File: src/rtl/sgmpa_pkg.sv
// Shared definitions for the SGM path cost aggregator.
// Holds register indices, path kind codes, reset values and the path control struct.
// No dependencies.
`default_nettype none
package sgmpa_pkg;

  // Parameter defaults
  localparam int MAX_DISP_DEF = 128;
  localparam int MAX_COLS_DEF = 1024;

  // Field widths fixed by the stream format
  localparam int COST_W = 16;
  localparam int PATH_W = 17;
  localparam int SUM_W  = 20;
  localparam int CFG_W  = 13;
  localparam int ROW_W  = 12;

  localparam logic [SUM_W-1:0]  SUM_SAT  = '1;
  localparam logic [PATH_W-1:0] PATH_SAT = '1;

  // Configuration register indices
  localparam logic [2:0] REG_PATH_KIND  = 3'd0;
  localparam logic [2:0] REG_PENALTY_P1 = 3'd1;
  localparam logic [2:0] REG_PENALTY_P2 = 3'd2;
  localparam logic [2:0] REG_DISP_COUNT = 3'd3;
  localparam logic [2:0] REG_IMG_WIDTH  = 3'd4;
  localparam logic [2:0] REG_IMG_HEIGHT = 3'd5;

  // Path kinds (predecessor pixel); the unused code behaves as previous column
  localparam logic [1:0] KIND_COL    = 2'd0;
  localparam logic [1:0] KIND_ROW    = 2'd1;
  localparam logic [1:0] KIND_DIAG   = 2'd2;
  localparam logic [1:0] KIND_UNUSED = 2'd3;

  // Reset values of the registers
  localparam logic [1:0]  RST_KIND   = KIND_COL;
  localparam logic [9:0]  RST_P1     = 10'd4;
  localparam logic [9:0]  RST_P2     = 10'd32;
  localparam logic [7:0]  RST_DCOUNT = 8'd65;
  localparam logic [10:0] RST_WIDTH  = 11'd640;
  localparam logic [12:0] RST_HEIGHT = 13'd480;

  // Per-element control into the recurrence
  typedef struct packed {
    logic first;     // first pixel of the path: pass data cost through
    logic has_prev;  // disparity d-1 exists
    logic has_next;  // disparity d+1 exists
  } calc_ctl_t;

endpackage
`default_nettype wire

File: src/rtl/sgmpa_path_calc.sv
// P1/P2 path cost recurrence for one element.
// Depends on sgmpa_pkg.
`default_nettype none
module sgmpa_path_calc (
  input  wire logic [sgmpa_pkg::COST_W-1:0] cost_in,
  input  wire logic [sgmpa_pkg::PATH_W-1:0] pred_same,
  input  wire logic [sgmpa_pkg::PATH_W-1:0] pred_next,
  input  wire logic [sgmpa_pkg::PATH_W-1:0] pred_prev,
  input  wire logic [sgmpa_pkg::PATH_W-1:0] pred_min,
  input  wire logic [9:0]                   p1,
  input  wire logic [9:0]                   p2,
  input  wire sgmpa_pkg::calc_ctl_t         ctl,
  output logic      [sgmpa_pkg::PATH_W-1:0] cost_out
);
  import sgmpa_pkg::*;

  logic [PATH_W:0]   best;
  logic [PATH_W:0]   cand_prev;
  logic [PATH_W:0]   cand_next;
  logic [PATH_W:0]   cand_jump;
  logic [PATH_W+1:0] sum;
  logic [PATH_W+1:0] diff;

  // Candidates with penalties
  assign cand_prev = {1'b0, pred_prev} + (PATH_W+1)'(p1);
  assign cand_next = {1'b0, pred_next} + (PATH_W+1)'(p1);
  assign cand_jump = {1'b0, pred_min} + (PATH_W+1)'(p2);

  always_comb begin
    best = {1'b0, pred_same};
    if (ctl.has_prev && cand_prev < best) best = cand_prev;
    if (ctl.has_next && cand_next < best) best = cand_next;
    if (cand_jump < best) best = cand_jump;
    sum  = (PATH_W+2)'(cost_in) + (PATH_W+2)'(best);
    diff = sum - (PATH_W+2)'(pred_min);
    // Clamp to zero below and to the field range above
    if (ctl.first) begin
      cost_out = PATH_W'(cost_in);
    end else if (sum < (PATH_W+2)'(pred_min)) begin
      cost_out = '0;
    end else if (diff > (PATH_W+2)'(PATH_SAT)) begin
      cost_out = PATH_SAT;
    end else begin
      cost_out = diff[PATH_W-1:0];
    end
  end

endmodule
`default_nettype wire

File: config.mk
export PLATFORM = sky130hd
export DESIGN_NAME = sgmpa_path_calc
export DESIGN_NICKNAME = d
export VERILOG_FILES = /design/src/rtl/sgmpa_pkg.sv /design/src/rtl/sgmpa_path_calc.sv
export SDC_FILE = /design/constraint.sdc
export NUM_CORES = 1
export LEC_CHECK = 0
export ABC_AREA = 1
export BUFFER_PORTS_ARGS = -buffer_cell sky130_fd_sc_hd__buf_2
export CAP_MARGIN = 0
export CORE_ASPECT_RATIO = 1.2
export CORE_MARGIN = 4
export CORE_UTILIZATION = 49
export DETAILED_ROUTE_END_ITERATION = 6
export PLACE_DENSITY = 0.71
export SLEW_MARGIN = 10
export SYNTH_ARGS = -nofsm -noshare
export SYNTH_HDL_FRONTEND = slang
export SYNTH_SLANG_ARGS = --single-unit
export TNS_END_PERCENT = 5
File: constraint.sdc
create_clock -name vclk -period 34.3
set_clock_uncertainty 0.2 [all_clocks]
set_input_delay 10.29 -clock vclk [all_inputs]
set_output_delay 10.29 -clock vclk [all_outputs]
set_load 0.05 [all_outputs]
==> impl_results.md, run 1 <==
* Antenna Nets Post-Route at 0
* Die Y at 122.8 µm
* Cell with the most instances after synthesis: nand2_1
* Clock group share of total power at 0%
* P per Cell Area at 60.84 mW/mm²
* Register Area at 0 µm²
* Synth top area cells: ha_1 27%, nand2_1 14%, inv_1 9.2%
* Top cells by count, synth: 196 x nand2_1, 132 x inv_1, 116 x ha_1
* Mean Syn Cell Area at 6.298 µm²
* RSZ-0062 raised after global routing: no
* Initial antenna violation count at 0
* Post-route setup TNS at 0 ns
* Post-CTS Hold Buffers at 0
* Ys Warns at 0
* Cell Area, Synth at 0.005385 mm²
* Crit path max fanout at 33
* Max Slew Vio Count at 0
* Drt drc at 0
* Die Width at 103.7 µm
* Int Power at 0.1335 mW
* Combinational Power Share at 100.0%
* Final instance area at 0.006087 mm²
* Crit-path slowest cell: a21oi_1
* Seq pwr share at 0%
* Detail Placement HPWL at 11,830 µm
* Hold crit path type: input port to output port
* Routability cong. at 0.9276
* Max-Cap Viols at 0
* Top Ports at 124
* Post-Route WL at 12,790 µm
* Core ar. at 0.01062 mm²
* Syn Inst Count at 855
* Number of global-route vias before repair at 5,130
* Mapped Nets at 1,083
* Sequential area share after synthesis at 0%
* Switching share of total power at 63.94%
* Worst VDD drop at 0.03019 mV
* Final Critical Period at 32.16 ns
* Port Buffers at 124
* Starting Density at 50.71%
* Final worst-path cycle share at 93.78%
* Area leader, netlist: ha_1
* Crit. End Element: output port
* Crit path DAT at 21.67 ns
* Sw Pwr at 0.2368 mW
* Rows at 41
* Final Hold Fails at 0
* Routed len/inst at 11.69 µm
* CP dominant cell by count: nand2_1
* Status: finished clean
* Worst Tran Pin Value at 0.5774 ns
* Finished Layout Cells at 1,094
* # resized after CTS at 0
* Layout cell share with drive strength beyond 1 at 18.86%
* Via count at 5,586
* Setup repair bufs after CTS at 0
* Largest net degree at the start of global routing at 34
* GRT overflow at 0
* Syn-to-layout area delta at 13.03%
* Synth cell types at 52
* Gr usage total at 19.70%
* P_leak at 3.522 nW
* Clock buf count at 0
* Dpl cell area at 0.006087 mm²
* Startpoint class of the critical path: input port
* Crit path kind: input port to output port
* First-pass GRT wire length at 21,980 µm
* Required time of the critical path at 23.81 ns
* DRT Pass-1 Iters at 4
* Synth top area share at 26.95%
* Seq cells at 0
* CP max stage delay at 0.45 ns
* Fin nets at 1,195
* Die area at 0.01274 mm²
* Setup Viol. Count Final at 0
* DR vias/cell at 5.106
* Iteration-0 DRC Markers at 149
* N_diodes at 0
* Placed Cells at 1,094
* Max Freq at 0.03109 GHz
* Slew headroom at 61.15%
## layout by cell type (no fill, tap or decap), types with 7 or more instances in the layout
master	n
buf_2	124
inv_1	132
nor2_1	32
a21oi_1	78
nand2_1	196
nand3_1	40
nor3_1	7
nand2_2	15
o21ai_1	8
ha_1	116
xnor2_1	19
nand3_2	14
o21ai_0	57
xor2_1	52
## kinds of logic after synthesis
family | share of synthesized area, %
buffers and inverters | 11.11
other | 0.06964
adder cells (fa/ha/maj) | 28.81
AO/OA/AOI/OAI | 19.33
AND/OR/NAND/NOR | 28.53
XOR/XNOR | 12.15
## critical path, delay by kind of cell
family,cells,cell delay (ns)
and+or+nand+nor,26,3.33
buffers and inverters,8,1.33
adders and majority gates,7,1.93
xor gates and xnor gates,2,0.32
AOI/OAI and AO/OA,24,4.42
## worst paths after layout
kind / to / cells after the start / start / slack, ns
worst max-delay path: cost_out[5] / 67 / p1[0] / 2.14
worst min-delay path: cost_out[0] / 4 / cost_in[0] / 20.79
## routing by layer
metal | track usage [%] | share of wire [%]
met5 | 0 | 0
met4 | 1.330 | 0.59
met3 | 0.8943 | 4.1
met2 | 38.42 | 49
met1 | 25.14 | 46
## stage by stage
stage | hold slack (ns) | util (%) | worst slack, ns | power, mW
floorplan | 20.70 | - | 3.559 | 0.3110
global placement | 20.79 | 57.32 | 2.391 | 0.3682
detailed placement | 20.79 | 57.32 | 2.035 | 0.3712
CTS | 20.79 | 57.32 | 2.013 | 0.3725
global route | 20.80 | 57.32 | 0.7901 | 0.4200
finish | 20.79 | 57.32 | 2.135 | 0.3704
## cell type report
type                            count  area [µm²]
Fill cell                        1090        4532
Inverter                          138       518.0
Timing Repair Buffer              124       620.6
Tap cell                          129       161.4
Multi-Input combinational cell    703        4787
## power by group through the flow
stage               sequential (mW)  combinational, mW  clock [mW]
floorplan                         0              0.311           0
global placement                  0              0.368           0
detailed placement                0              0.371           0
CTS                               0              0.373           0
global route                      0              0.420           0
finish                            0              0.370           0
(Power assumes the default switching activity.)
==> run 2: changes to the inputs <==
Settings changed: CELL_PAD_IN_SITES_DETAIL_PLACEMENT set to 1, CELL_PAD_IN_SITES_GLOBAL_PLACEMENT set to 1, CORE_UTILIZATION 49 to 40, PLACE_DENSITY 0.71 to 0.82.
==> run 2 against run 1 <==
Compared with the run above: cell count up 3.6%; non-clock buffer count unchanged; global-route usage up 0.54 points.
==> impl_results.md, run 2 (same netlist as run 1, synthesis figures left out) <==
* Clock group share of total power at 0%
* CP max stage delay at 0.50 ns
* Port Buffers at 124
* Die Y at 135.1 µm
* Seq pwr share at 0%
* Crit path kind: input port to output port
* Crit path DAT at 22.03 ns
* Max-Cap Viols at 0
* Placed Cells at 1,133
* N_diodes at 0
* Required time of the critical path at 23.81 ns
* Gr usage total at 20.24%
* First-pass GRT wire length at 26,830 µm
* Layout cell share with drive strength beyond 1 at 18.86%
* Top Ports at 124
* Startpoint class of the critical path: input port
* Worst Tran Pin Value at 0.6423 ns
* Syn-to-layout area delta at 13.94%
* Register Area at 0 µm²
* P per Cell Area at 62.36 mW/mm²
* Drt drc at 0
* DRT Pass-1 Iters at 4
* Initial antenna violation count at 0
* Hold crit path type: input port to output port
* Seq cells at 0
* Area of the multi-input gates at 0.004787 mm²
* Setup Viol. Count Final at 0
* Hold path start: cost_in[14]
* Crit. End Element: output port
* Worst hold stages at 4
* DR vias/cell at 5.121
* Via count at 5,802
* Setup repair bufs after CTS at 0
* Max Freq at 0.03075 GHz
* Slew headroom at 56.79%
* Post-CTS Hold Buffers at 0
* Commonest non-fill, non-tap cell in the layout: nand2_1
* Starting Density at 40.86%
* Commonest cells after routing, fill and taps aside: 196 x nand2_1, 132 x inv_1, 124 x buf_2
* Die area at 0.01539 mm²
* Antenna Nets Post-Route at 0
* Clock buf count at 0
* Number of global-route vias before repair at 6,114
* P_leak at 3.522 nW
* GRT overflow at 0
* Crit path max fanout at 33
* Final worst-path cycle share at 94.80%
* Die Width at 113.9 µm
* Core ar. at 0.01318 mm²
* Iteration-0 DRC Markers at 136
* Final Hold Fails at 0
* RSZ-0062 raised after global routing: no
* Fill cell count at 1,890
* # resized after CTS at 0
* CP dominant cell by count: nand2_1
* Max Slew Vio Count at 0
* Routability cong. at 0.8663
* Hold endpoint: cost_out[14]
* Sw Pwr at 0.2481 mW
* Post-Route WL at 15,400 µm
* Detail Placement HPWL at 14,390 µm
* Worst VDD drop at 0.05170 mV
* Final Critical Period at 32.52 ns
* Fin nets at 1,195
* Int Power at 0.1345 mW
* Finished Layout Cells at 1,133
* Status: finished clean
* Largest net degree at the start of global routing at 34
* Crit-path slowest cell: nor4_1
* Post-route setup TNS at 0 ns
* Routed len/inst at 13.59 µm
* Combinational Power Share at 100.0%
* Switching share of total power at 64.85%
* Rows at 46
==> run 2: cell type report <==
type	count	area share (%)
repair buffers	124	10.11
inverters	138	8.442
multi-input cells	703	78.02
well taps	168	3.426
==> run 2: metal layers <==
layer | vias to the layer above | share of wire [%] | global-route usage (%)
li1 | 3050 | - | -
met1 | 2630 | 44 | 25.30
met2 | 104 | 50 | 38.12
met3 | 18 | 3.4 | 0.8068
met4 | 0 | 2.6 | 4.290
met5 | - | 0 | 0
==> run 2: worst max-delay path by stage <==
stage                 startpoint  cells after the start      endpoint
floorplan           pred_prev[0]                     70  cost_out[16]
global placement           p1[0]                     67   cost_out[6]
detailed placement         p1[0]                     65   cost_out[0]
CTS                        p1[0]                     65   cost_out[0]
global route               p1[0]                     69   cost_out[6]
finish                     p1[0]                     66   cost_out[0]
==> run 2: power by group through the flow <==
stage / Sequential [mW] / Combinational (mW) / Clock, mW
finish: 0 / 0.383 / 0
global route: 0 / 0.436 / 0
CTS: 0 / 0.386 / 0
detailed placement: 0 / 0.385 / 0
global placement: 0 / 0.375 / 0
floorplan: 0 / 0.311 / 0
==> run 2: worst max-delay path: cells and delay by family <==
kind	cells	cell delay, ns
adder cells (fa/ha/maj)	7	1.99
AO/OA/AOI/OAI	21	3.57
XOR/XNOR	2	0.31
AND/OR/NAND/NOR	28	4.62
buffers and inverters	8	1.23
==> run 2: metrics by stage <==
step / hold WS, ns / setup slack, ns / power (mW) / utilization, % / cell area [µm²]
after floorplan: 20.70 / 3.559 / 0.3110 / - / 5385
after global placement: 20.79 / 2.159 / 0.3749 / 46.55 / 6136
after detailed placement: 20.80 / 1.712 / 0.3846 / 46.55 / 6136
after CTS: 20.80 / 1.681 / 0.3862 / 46.55 / 6136
after global routing: 20.82 / 0.1398 / 0.4358 / 46.55 / 6136
final: 20.80 / 1.785 / 0.3826 / 46.55 / 6136
